**config.mk**
```make
export PLATFORM = sky130hd
export DESIGN_NAME = read_min_kmer_finder_flat
export DESIGN_NICKNAME = d
export VERILOG_FILES = /design/src/hw/rtl/rmk_pkg.sv /design/src/hw/rtl/rmk_if.sv /design/src/hw/rtl/rmk_cfg.sv /design/src/hw/rtl/rmk_core.sv /design/src/hw/rtl/rmk_out.sv /design/src/hw/rtl/read_min_kmer_finder.sv /design/src/flat_wrapper.sv
export SDC_FILE = /design/constraint.sdc
export NUM_CORES = 1
export LEC_CHECK = 0
export BUFFER_PORTS_ARGS = -buffer_cell sky130_fd_sc_hd__buf_2
export CORE_MARGIN = 3
export CORE_UTILIZATION = 45
export DETAILED_ROUTE_END_ITERATION = 16
export PLACE_DENSITY = 0.67
export SLEW_MARGIN = 40
export SYNTH_ARGS = -nofsm -noshare
export SYNTH_HDL_FRONTEND = slang
export SYNTH_SLANG_ARGS = --single-unit
```
**constraint.sdc**
```tcl
create_clock -name clk -period 14.95 [get_ports clk]
set_input_delay 0 -clock clk [delete_from_list [all_inputs] [get_ports clk]]
set_output_delay 0 -clock clk [all_outputs]
set_load 0.02 [all_outputs]
```
**src/hw/rtl/rmk_pkg.sv**
```systemverilog
// shared types, constants and helper functions for the minimum k-mer finder
package rmk_pkg;

  localparam int unsigned KMER_W       = 62;
  localparam int unsigned POS_W        = 16;
  localparam int unsigned CHAR_W       = 8;
  localparam int unsigned KLEN_W       = 5;
  localparam int unsigned CODE_W       = 3;
  localparam int unsigned APB_DATA_W   = 32;
  localparam int unsigned APB_ADDR_W   = 3;
  localparam int unsigned MAX_READ_LEN = 65536;

  localparam int unsigned POS_CAP_I = (MAX_READ_LEN - 1 > 65535) ? 65535 : (MAX_READ_LEN - 1);
  localparam logic [POS_W-1:0] POS_CAP = POS_W'(POS_CAP_I);

  localparam logic [KLEN_W-1:0] KLEN_RESET = 5'd15;

  // register index as decoded from paddr
  localparam logic REG_KMER_LEN = 1'b0;

  // base codes
  localparam logic [CODE_W-1:0] CODE_A     = 3'd0;
  localparam logic [CODE_W-1:0] CODE_C     = 3'd1;
  localparam logic [CODE_W-1:0] CODE_G     = 3'd2;
  localparam logic [CODE_W-1:0] CODE_T     = 3'd3;
  localparam logic [CODE_W-1:0] CODE_OTHER = 3'd4;

  typedef logic [KMER_W-1:0] kmer_t;
  typedef logic [POS_W-1:0]  pos_t;
  typedef logic [KLEN_W-1:0] klen_t;

  typedef struct packed {
    klen_t k;
    kmer_t mask;
    logic  clear;
  } cfg_t;

  typedef struct packed {
    kmer_t min_kmer;
    pos_t  min_position;
    kmer_t first_kmer;
    kmer_t last_kmer;
    logic  short_read;
  } res_t;

  function automatic klen_t eff_k(input klen_t k);
    eff_k = (k == '0) ? klen_t'(1) : k;
  endfunction

  function automatic kmer_t kmask(input klen_t k);
    logic [5:0] sh;
    sh = 6'(KMER_W) - {k, 1'b0};
    kmask = {KMER_W{1'b1}} >> sh;
  endfunction

  function automatic logic [CODE_W-1:0] base_code(input logic [CHAR_W-1:0] c);
    case (c)
      8'h41, 8'h61: base_code = CODE_A;
      8'h43, 8'h63: base_code = CODE_C;
      8'h47, 8'h67: base_code = CODE_G;
      8'h54, 8'h74: base_code = CODE_T;
      default:      base_code = CODE_OTHER;
    endcase
  endfunction

endpackage

```
**src/hw/rtl/rmk_if.sv**
```systemverilog
// valid/ready channel interfaces for read characters and per-read results
interface rmk_in_if;
  import rmk_pkg::*;
  logic                valid;
  logic                ready;
  logic [CHAR_W-1:0]   base_char;
  logic                read_end;

  modport source (output valid, base_char, read_end, input ready);
  modport sink   (input valid, base_char, read_end, output ready);
endinterface

interface rmk_out_if;
  import rmk_pkg::*;
  logic  valid;
  logic  ready;
  kmer_t min_kmer;
  pos_t  min_position;
  kmer_t first_kmer;
  kmer_t last_kmer;
  logic  short_read;

  modport source (output valid, min_kmer, min_position, first_kmer, last_kmer, short_read,
                  input ready);
  modport sink   (input valid, min_kmer, min_position, first_kmer, last_kmer, short_read,
                  output ready);
endinterface

```
**src/hw/rtl/rmk_cfg.sv**
```systemverilog
// apb register block holding the k-mer length and its derived mask
module rmk_cfg (
  input  logic                            clk,
  input  logic                            rst_n,
  input  logic                            psel,
  input  logic                            penable,
  input  logic                            pwrite,
  input  logic [rmk_pkg::APB_ADDR_W-1:0]  paddr,
  input  logic [rmk_pkg::APB_DATA_W-1:0]  pwdata,
  output logic [rmk_pkg::APB_DATA_W-1:0]  prdata,
  output logic                            pready,
  output rmk_pkg::cfg_t                   cfg
);
  import rmk_pkg::*;

  klen_t kmer_len_r;
  klen_t k_r;
  kmer_t mask_r;
  logic  clear_r;
  logic  wr_en;
  klen_t k_nxt;

  assign pready = 1'b1;
  assign wr_en  = psel && penable && pwrite && (paddr[2] == REG_KMER_LEN);
  assign k_nxt  = eff_k(pwdata[KLEN_W-1:0]);

  always_ff @(posedge clk) begin
    if (!rst_n) begin
      kmer_len_r <= KLEN_RESET;
      k_r        <= eff_k(KLEN_RESET);
      mask_r     <= kmask(eff_k(KLEN_RESET));
      clear_r    <= 1'b0;
    end else begin
      clear_r <= wr_en;
      if (wr_en) begin
        kmer_len_r <= pwdata[KLEN_W-1:0];
        k_r        <= k_nxt;
        mask_r     <= kmask(k_nxt);
      end
    end
  end

  always_comb begin
    prdata = '0;
    if (paddr[2] == REG_KMER_LEN) begin
      prdata = {{(APB_DATA_W-KLEN_W){1'b0}}, kmer_len_r};
    end
  end

  assign cfg.k     = k_r;
  assign cfg.mask  = mask_r;
  assign cfg.clear = clear_r;

endmodule

```
**src/hw/rtl/rmk_core.sv**
```systemverilog
// input register and per-base rolling k-mer and minimum update
module rmk_core (
  input  logic           clk,
  input  logic           rst_n,
  input  rmk_pkg::cfg_t  cfg,
  rmk_in_if.sink         in_ch,
  input  logic           res_room,
  output logic           res_valid,
  output rmk_pkg::res_t  res
);
  import rmk_pkg::*;

  logic              s1_valid_r;
  logic [CHAR_W-1:0] s1_char_r;
  logic              s1_end_r;
  logic              s1_go;
  logic              in_acc;

  kmer_t rolling_r, rolling_nxt;
  kmer_t best_r, best_nxt;
  pos_t  bestpos_r, bestpos_nxt;
  pos_t  count_r, count_nxt;
  kmer_t prefix_r, prefix_nxt;

  logic [POS_W:0] seen;
  logic [POS_W:0] k_ext;
  logic           short_r;

  assign s1_go       = s1_valid_r && (!s1_end_r || res_room);
  assign in_ch.ready = !s1_valid_r || s1_go;
  assign in_acc      = in_ch.valid && in_ch.ready;

  always_ff @(posedge clk) begin
    if (!rst_n) begin
      s1_valid_r <= 1'b0;
    end else if (in_acc) begin
      s1_valid_r <= 1'b1;
    end else if (s1_go) begin
      s1_valid_r <= 1'b0;
    end
  end

  always_ff @(posedge clk) begin
    if (in_acc) begin
      s1_char_r <= in_ch.base_char;
      s1_end_r  <= in_ch.read_end;
    end
  end

  // rolling k-mer, minimum tracking
  assign seen    = {1'b0, count_r} + 17'd1;
  assign k_ext   = {{(POS_W+1-KLEN_W){1'b0}}, cfg.k};
  assign short_r = seen < k_ext;

  always_comb begin
    rolling_nxt = ({rolling_r[KMER_W-3:0], 2'b00} | KMER_W'(base_code(s1_char_r))) & cfg.mask;
    count_nxt   = (count_r < POS_CAP) ? count_r + 16'd1 : count_r;
    prefix_nxt  = (seen == k_ext) ? rolling_nxt : prefix_r;
    best_nxt    = best_r;
    bestpos_nxt = bestpos_r;
    if (!short_r && (rolling_nxt < best_r)) begin
      best_nxt    = rolling_nxt;
      bestpos_nxt = count_r;
    end
  end

  always_ff @(posedge clk) begin
    if (!rst_n) begin
      rolling_r <= '0;
      best_r    <= kmask(eff_k(KLEN_RESET));
      bestpos_r <= '0;
      count_r   <= '0;
      prefix_r  <= '0;
    end else if (cfg.clear || (s1_go && s1_end_r)) begin
      rolling_r <= '0;
      best_r    <= cfg.mask;
      bestpos_r <= '0;
      count_r   <= '0;
      prefix_r  <= '0;
    end else if (s1_go) begin
      rolling_r <= rolling_nxt;
      best_r    <= best_nxt;
      bestpos_r <= bestpos_nxt;
      count_r   <= count_nxt;
      prefix_r  <= prefix_nxt;
    end
  end

  assign res_valid        = s1_go && s1_end_r;
  assign res.min_kmer     = best_nxt;
  assign res.min_position = short_r ? '0 : bestpos_nxt;
  assign res.first_kmer   = short_r ? rolling_nxt : prefix_nxt;
  assign res.last_kmer    = rolling_nxt;
  assign res.short_read   = short_r;

  a_end_held: assert property (@(posedge clk) disable iff (!rst_n)
    s1_valid_r && s1_end_r && !res_room |=> s1_valid_r)
    else $error("end word dropped while result side was full");

  a_clear_count: assert property (@(posedge clk) disable iff (!rst_n)
    cfg.clear |=> count_r == '0)
    else $error("base count not cleared after length write");

  a_count_moves: assert property (@(posedge clk) disable iff (!rst_n)
    s1_go && !s1_end_r && !cfg.clear |=> count_r != '0)
    else $error("base count zero after a mid-read base");

endmodule

```
**src/hw/rtl/rmk_out.sv**
```systemverilog
// result register on the output channel
module rmk_out (
  input  logic           clk,
  input  logic           rst_n,
  input  logic           res_valid,
  input  rmk_pkg::res_t  res,
  output logic           res_room,
  rmk_out_if.source      out_ch
);
  import rmk_pkg::*;

  logic out_valid_r;
  res_t res_r;

  assign res_room = !out_valid_r || out_ch.ready;

  always_ff @(posedge clk) begin
    if (!rst_n) begin
      out_valid_r <= 1'b0;
    end else if (res_valid) begin
      out_valid_r <= 1'b1;
    end else if (out_ch.ready) begin
      out_valid_r <= 1'b0;
    end
  end

  always_ff @(posedge clk) begin
    if (res_valid) begin
      res_r <= res;
    end
  end

  assign out_ch.valid        = out_valid_r;
  assign out_ch.min_kmer     = res_r.min_kmer;
  assign out_ch.min_position = res_r.min_position;
  assign out_ch.first_kmer   = res_r.first_kmer;
  assign out_ch.last_kmer    = res_r.last_kmer;
  assign out_ch.short_read   = res_r.short_read;

  a_no_overwrite: assert property (@(posedge clk) disable iff (!rst_n)
    res_valid |-> res_room)
    else $error("result register overwritten before it was taken");

endmodule

```
**src/hw/rtl/read_min_kmer_finder.sv**
```systemverilog
// Minimum k-mer finder: takes one read character per word, every clock cycle while no end
// word waits on a full result register, and keeps a rolling 2k-bit forward k-mer (A/C/G/T in
// either case give 0..3, other characters OR in 4). The last character of a read (read_end)
// produces one result word with the smallest k-mer, the position of its last base, the first
// and last k-mers and a short-read flag; other characters produce nothing. A character passes
// an input register and the per-base update, and an end word's result is then registered in
// the result register, from which it is offered; the update of shift, mask and one 62-bit
// compare sets the rate of one word per cycle. The result register holds one word, and input
// keeps flowing until a second read end meets a full result register. Register kmer_len
// (address 0, reset 15, 0 means 1) may only be written while idle; a write discards the read
// in progress, and the new length and mask are registered at the write itself.
module read_min_kmer_finder (
  input  logic                            clk,
  input  logic                            rst_n,
  rmk_in_if.sink                          in_ch,
  rmk_out_if.source                       out_ch,
  input  logic                            psel,
  input  logic                            penable,
  input  logic                            pwrite,
  input  logic [rmk_pkg::APB_ADDR_W-1:0]  paddr,
  input  logic [rmk_pkg::APB_DATA_W-1:0]  pwdata,
  output logic [rmk_pkg::APB_DATA_W-1:0]  prdata,
  output logic                            pready
);
  import rmk_pkg::*;

  cfg_t cfg;
  res_t res;
  logic res_valid;
  logic res_room;

  rmk_cfg u_cfg (
    .clk     (clk),
    .rst_n   (rst_n),
    .psel    (psel),
    .penable (penable),
    .pwrite  (pwrite),
    .paddr   (paddr),
    .pwdata  (pwdata),
    .prdata  (prdata),
    .pready  (pready),
    .cfg     (cfg)
  );

  rmk_core u_core (
    .clk       (clk),
    .rst_n     (rst_n),
    .cfg       (cfg),
    .in_ch     (in_ch),
    .res_room  (res_room),
    .res_valid (res_valid),
    .res       (res)
  );

  rmk_out u_out (
    .clk       (clk),
    .rst_n     (rst_n),
    .res_valid (res_valid),
    .res       (res),
    .res_room  (res_room),
    .out_ch    (out_ch)
  );

endmodule

```
**src/flat_wrapper.sv**
```systemverilog
// flat-port wrapper written by rule: the top's interface ports become plain ports
module read_min_kmer_finder_flat import rmk_pkg::*;
  (clk, rst_n, psel, penable, pwrite, paddr, pwdata, prdata, pready, in_ch_valid, in_ch_base_char, in_ch_read_end, in_ch_ready, out_ch_valid, out_ch_min_kmer, out_ch_min_position, out_ch_first_kmer, out_ch_last_kmer, out_ch_short_read, out_ch_ready);
  rmk_in_if in_ch_i ();
  rmk_out_if out_ch_i ();
  input  logic clk;
  input  logic rst_n;
  input  logic psel;
  input  logic penable;
  input  logic pwrite;
  input  logic [rmk_pkg::APB_ADDR_W-1:0] paddr;
  input  logic [rmk_pkg::APB_DATA_W-1:0] pwdata;
  output logic [rmk_pkg::APB_DATA_W-1:0] prdata;
  output logic pready;
  input wire logic [$bits(in_ch_i.valid)-1:0] in_ch_valid;
  input wire logic [$bits(in_ch_i.base_char)-1:0] in_ch_base_char;
  input wire logic [$bits(in_ch_i.read_end)-1:0] in_ch_read_end;
  output wire logic [$bits(in_ch_i.ready)-1:0] in_ch_ready;
  output wire logic [$bits(out_ch_i.valid)-1:0] out_ch_valid;
  output wire logic [$bits(out_ch_i.min_kmer)-1:0] out_ch_min_kmer;
  output wire logic [$bits(out_ch_i.min_position)-1:0] out_ch_min_position;
  output wire logic [$bits(out_ch_i.first_kmer)-1:0] out_ch_first_kmer;
  output wire logic [$bits(out_ch_i.last_kmer)-1:0] out_ch_last_kmer;
  output wire logic [$bits(out_ch_i.short_read)-1:0] out_ch_short_read;
  input wire logic [$bits(out_ch_i.ready)-1:0] out_ch_ready;
  assign in_ch_i.valid = in_ch_valid;
  assign in_ch_i.base_char = in_ch_base_char;
  assign in_ch_i.read_end = in_ch_read_end;
  assign in_ch_ready = in_ch_i.ready;
  assign out_ch_valid = out_ch_i.valid;
  assign out_ch_min_kmer = out_ch_i.min_kmer;
  assign out_ch_min_position = out_ch_i.min_position;
  assign out_ch_first_kmer = out_ch_i.first_kmer;
  assign out_ch_last_kmer = out_ch_i.last_kmer;
  assign out_ch_short_read = out_ch_i.short_read;
  assign out_ch_i.ready = out_ch_ready;
  read_min_kmer_finder u_core (.clk(clk), .rst_n(rst_n), .in_ch(in_ch_i), .out_ch(out_ch_i), .psel(psel), .penable(penable), .pwrite(pwrite), .paddr(paddr), .pwdata(pwdata), .prdata(prdata), .pready(pready));
endmodule
```
# ---- After elaboration in Yosys (flattened, before gate mapping)
# Cells that the tools add are included.
dict set report classes {
  addsub 3
  magnitude_cmp 3
  eq_ne 9
  shift 1
  muxes 13
  n_bitwise 4
  n_reduce_logical 25
}
# op n
set op_table {}
lappend op_table {{2-to-1 mux 62 bit} 5}
lappend op_table {{equality test 8 x 7 -> 1 bit (second input constant)} 8}
lappend op_table {{bitwise AND 62 bit} 1}
lappend op_table {{less-than comparator 62 bit} 1}
lappend op_table {{OR 62 x 3 -> 62 bit} 1}
lappend op_table {{right shift 62 x 6 -> 62 bit (first input constant)} 1}
lappend op_table {{adder 16 x 1 -> 17 bit (second input constant)} 1}
lappend op_table {{equality test 17 x 5 -> 1 bit} 1}
lappend op_table {{less-than comparator 17 x 5 -> 1 bit} 1}
lappend op_table {{adder 16 x 1 -> 16 bit (second input constant)} 1}
lappend op_table {{less-than comparator 16 bit (second input constant)} 1}
lappend op_table {{2-to-1 mux 16 bit} 1}
lappend op_table {{one-hot mux 3 bit (4 select lines)} 1}
lappend op_table {{2-to-1 mux 5 bit} 2}
lappend op_table {{OR reduction 2 bit} 5}
lappend op_table {{logical AND 1 bit} 7}
lappend op_table {{nonzero test 2 bit} 3}
lappend op_table {{subtractor 6 bit (first input constant)} 1}
lappend op_table {{zero test 5 bit} 1}
lappend op_table {{zero test 1 bit} 4}
lappend op_table {{logical OR 1 bit} 4}
lappend op_table {{2-to-1 mux 1 bit} 4}
lappend op_table {{inverter 1 bit} 2}
lappend op_table {{AND reduction 2 bit} 1}
dict set report word_totals {
  ff_bits 503
  input_bits 51
  out_inout_bits 238
  word_cells 76
}

# ---- Depth between registers and ports, before layout
dict set report depth {
  word_depth 10
  ltp_mapped 15
  ltp_nobuf 11
}

# ---- Hierarchy
# Synthesis repeated with hierarchy kept, for this count alone.
dict set report unflattened {
  cells_unflattened 2212
  hier_area_um2 21961.1
}
# module instances cells_per_inst area_each_um2
set modules_own_cells {}
lappend modules_own_cells {rmk_core 1 1759 13708.1}
lappend modules_own_cells {rmk_out 1 207 6144.6}
lappend modules_own_cells {rmk_cfg 1 246 2108.3}

# ---- Worst setup path after synthesis
# Ideal clock, no wire load.
dict set report synth_timing {
  kind {register -> register}
  startpoint {register u_core.u_core.s1_end_r}
  endpoint {register u_core.u_core.count_r[10]}
  setup_time_ns 0.128
  arrival_ns 8.290
  setup_slack_ns 6.532
  path_stages_with_launch 9
  n_path_buf 3
  path_cell_list {edfxtp_1 -> nand3b_1 -> and3_1 -> clkbuf_1 -> nor2_1 -> nand2_1 -> clkbuf_1 -> clkbuf_1 -> nor2_1}
}
dict set report synth_between {
  elab_chain_len 6
  word_cells_on_any_way 7
  classes_between {reduce/logical (7)}
}
# item line_no
set synth_lines {}
lappend synth_lines {{start, declared} rmk_core.sv:15} ;# logic s1_end_r;
lappend synth_lines {{start signal, assigned} rmk_core.sv:46} ;# s1_end_r <= in_ch.read_end;
lappend synth_lines {{zero test 1 bit} rmk_core.sv:29} ;# assign s1_go = s1_valid_r && (!s1_end_r || res_room);
lappend synth_lines {{logical OR 1 bit} rmk_core.sv:29}
lappend synth_lines {{logical AND 1 bit} rmk_core.sv:29}
lappend synth_lines {{logical AND 1 bit (*)} --}
lappend synth_lines {{net u_core.res_valid} read_min_kmer_finder.sv:29} ;# logic res_valid;
lappend synth_lines {{logical OR 1 bit (*)} rmk_core.sv:74} ;# end else if (cfg.clear || (s1_go && s1_end_r)) begin
lappend synth_lines {{OR reduction 2 bit (no line) (*)} --}
lappend synth_lines {{end signal, assigned} rmk_core.sv:84} ;# count_r <= count_nxt;
lappend synth_lines {{end, declared} rmk_core.sv:22} ;# pos_t count_r, count_nxt;
# Mark *: on every way through the listed nets, which the timed path passes. The rest lies on a longest branch.
# A chain may end at the register's enable or synchronous reset.

==> results.md <==
- Setup repair after global routing missed its margin: no
- Area of the core: 44,610 um^2
- Die height: 219.7 um
- Final weighted congestion in routability-driven placement: 0.8048
- Worst setup path startpoint: u_core.u_core.count_r[0]
- Postcts setup bufs: 0
- Minimum hold slack: 0.1345 ns
- Number of enable flip-flop cells after synthesis: 211
- Startpoint-to-endpoint class of the critical path: flip-flop to flip-flop
- Input/output buffers: 230
- Area fraction of the dominant cell type after synthesis: 30.84%
- Post-route DRC: 0
- CTS tree: yes
- Flip-flop and latch count after synthesis: 470
- Global Route Usage Sum: 21.27%
- Number of design-rule violations left by the first detailed-router iteration: 1,203
- Deepest clock path buffer count: 3
- Antenna violations before repair: 0
- Avg Cell Area, Syn: 10.34 um^2
- Final count of pins violating max slew: 0
- Area occupied by multi-input gates: 8021 um^2
- Count of instances resized after the clock tree is built: 0
- Clock sink count: 470
- Placement-stage worst setup slack: 9.990 ns
- Via count of the routed design: 15.31k
- Critical path launch point type: flip-flop
- Peak supply drop: 0.00007504 V
- Final number of hold-violating endpoints: 0
- Origin of the critical flop-to-flop path: u_core.u_core.count_r[0]
- Cell variety after synth: 68
- Routed WL per cell: 18.91 um
- Required time of the critical path: 15.27 ns
- Primary flip-flop cell chosen by synthesis mapping: dfxtp_1
- Number of standard cells after synthesis: 1,987
- HPWL after detailed placement: 34,060 um
- Crit share post-route: 33.13%
- Highest fanout seen on the critical path: 39
- Final critical path time including I/O delays and setup: 4.952 ns
- Hold_buf cts: 23
- Final setup violation count: 0
- Signed area change from the synthesized netlist to the final layout: 16.40%
- Die footprint: 48,250 um^2
- Slew headroom: 46.27%
- Type of element capturing the critical path: flip-flop
- Power Dens Cells: 117.8 nW/um^2
- Leakage dissipation: 0.009319 uW
- Share of cells above drive strength 1: 18.72%
- Sequential fraction of the synthesis area: 56.08%
- Clock slew seen by the registers of the worst setup and hold paths: 0.06 ns
- Accumulated negative setup slack: 0 ns
- Area taken by flip-flops and latches: 11,520 um^2
- Synth top area cells: edfxtp_1 31%, dfxtp_1 25%, nand2_1 6.7%
- Result of the run: finished, final reports clean
- Post-route clock skew: 0.02167 ns
- Cell area after synthesis: 20,540 um^2
- Wire length of the first global-routing pass: 81,540 um
- Top-level I/O count: 289
- Root Driver: clkbuf_16
- M1 GR Usage: 28.97%
- H-tree lvl count: 2
- Total of warnings raised by yosys: 0
- Arrival time of data at the critical path endpoint: 5.28 ns
- Asr flop ratio synth: 0%
- TritonCTS buffer count: 48
- Number of vias per cell: 5.504
- Cell Rows: 77
- Diodes inserted: 0
- Path category of the worst min-delay check: input pin to flip-flop
- GR Overflow Total: 0
- Vias in the first global route: 14.83k
- MaxCap Viol Count: 0
- Global-route track usage on met2: 35.46%
- Die X-Extent: 219.7 um
- Filler cell count: 3,869
- Transition time at the pin with the least slew margin: 0.8059 ns
- Antenna-violating nets left: 0
- Busiest grt layer: met2
- Maximum number of pins on one net before global-route repair: 101
- Max Freq: 201.9 MHz
- Count of nets after finishing: 2,268
- Final setup margin: 9.998 ns
- Overall routed net length: 52,600 um
- Beginning of the worst hold path: in_ch_base_char[2]
- Clock insertion delay at the later pin of the skew report: 0.59 ns
- Number of iterations in the first detailed-routing pass: 5
- GR Layer Usage met3: 3.185%
- Starting utilization of the core area: 46.05%
- Cell type with the largest total area after synthesis: edfxtp_1
layout by cell type (no fill, tap or decap), drive strengths merged, types with 66 or more instances in the layout:
cell    instances
inv            72
mux2           96
a21oi         185
buf           257
dfxtp         259
nand3          66
edfxtp        211
o21ai          73
and2           66
nand2         364
clkbuf         68
ha             67
synthesized netlist by cell type (3+ instances only):
master,number
a21o_1,6
a21oi_1,184
a221o_1,27
a221oi_1,4
a31oi_1,4
a32o_1,32
and2_0,31
and2_1,35
and3_1,14
and4_1,6
buf_1,7
buf_2,27
buf_4,31
buf_6,6
clkbuf_1,122
dfxtp_1,259
edfxtp_1,211
ha_1,67
inv_1,70
mux2_1,42
mux2_2,54
mux2i_1,4
nand2_1,364
nand2b_1,8
nand3_1,66
nand4_1,37
nor2_1,38
nor2b_1,8
nor3_1,9
nor4_1,3
nor4bb_1,3
o211ai_1,19
o21a_1,3
o21ai_0,71
o22ai_1,3
o31ai_1,51
or3_1,6
xnor2_1,3
xor2_1,14
area by class of cell:
cell class,count,area share (%)
clock buffers,68,5.724
clock inverters,22,1.376
inverters,71,1.115
multi-input cells,1279,33.55
flip-flops and latches,470,48.18
well taps,592,3.098
repair buffers,280,6.959
sequential cells by signal, summed over array words and instances (netlist names):
signal                            cells
u_core.u_out.out_ch.valid             1
u_core.u_core.count_r                16
u_core.u_core.s1_end_r                1
u_core.u_core.bestpos_r              16
u_core.u_out.out_ch.first_kmer       62
u_core.u_out.out_ch.min_kmer         62
u_core.u_out.out_ch.short_read        1
u_core.u_core.prefix_r               62
u_core.u_cfg.clear_r                  1
u_core.u_core.s1_valid_r              1
u_core.u_out.out_ch.min_position     16
u_core.u_cfg.k_r                      4
u_core.u_core.rolling_r              60
u_core.u_cfg.mask_r                  31
u_core.u_cfg.kmer_len_r               5
u_core.u_core.best_r                 62
u_core.u_out.out_ch.last_kmer        62
u_core.u_core.s1_char_r               7
path summary, 6_finish.rpt:
| kind | depth (start not counted) | slack, ns | end |
|---|---|---|---|
| hold reg to reg | 2 | 0.45 | u_core.u_core.rolling_r[10] |
| hold / removal | 2 | 0.13 | u_core.u_core.s1_char_r[2] |
| setup reg to reg | 12 | 10.0 | u_core.u_out.out_ch.first_kmer[10] |
| setup / recovery | 12 | 10.0 | u_core.u_out.out_ch.first_kmer[10] |
routing by layer:
| metal | vias to the layer above | share of wire [%] |
|---|---|---|
| met1 | 7428 | 45 |
| met5 | - | 0 |
| met4 | 0 | 2.0 |
| li1 | 7365 | - |
| met2 | 442 | 48 |
| met3 | 76 | 5.6 |
critical path, stage by stage (launching register included):
cell and delay, ns:
dfxtp_1 0.46, ha_1 0.27, and2_1 0.26, nand2_1 0.09
xnor2_1 0.15, ha_1 0.29, and2_0 0.18, a221oi_1 0.66
and3_1 0.81, o21bai_4 0.35, buf_8 0.23, buf_4 0.49
mux2_1 0.39
logic make-up (layout without fill, tap and decap cells):
family | count (synthesis) | count (layout) | share of synthesized area [%]
compound gates | 429 | 429 | 13.55
xor+xnor | 17 | 17 | 0.7248
fa+ha+maj | 67 | 67 | 4.081
buf+inv | 264 | 441 | 5.774
flops | 470 | 470 | 56.08
mux | 100 | 100 | 5.457
other cells | 2 | 28 | 0.03656
simple gates | 638 | 638 | 14.30
where the power goes:
group          switching, uW  internal, uW
Clock                    503           779
Sequential              13.0          1360
Combinational            116          44.6
Total                    632          2190
stage by stage:
| stage | std cells | cell area (um^2) | utilization [%] | power [uW] |
|---|---|---|---|---|
| after CTS | 2780 | 23860 | 53.50 | 2845 |
| after global routing | 2782 | 23910 | 53.61 | 2912 |
| final | 2782 | 23910 | 53.61 | 2818 |
| after floorplan | 2013 | 20640 | - | 1518 |
| after global placement | 2663 | 21850 | 48.99 | 1553 |
| after detailed placement | 2667 | 21940 | 49.18 | 1559 |
Power figures use the tool's default switching activity.
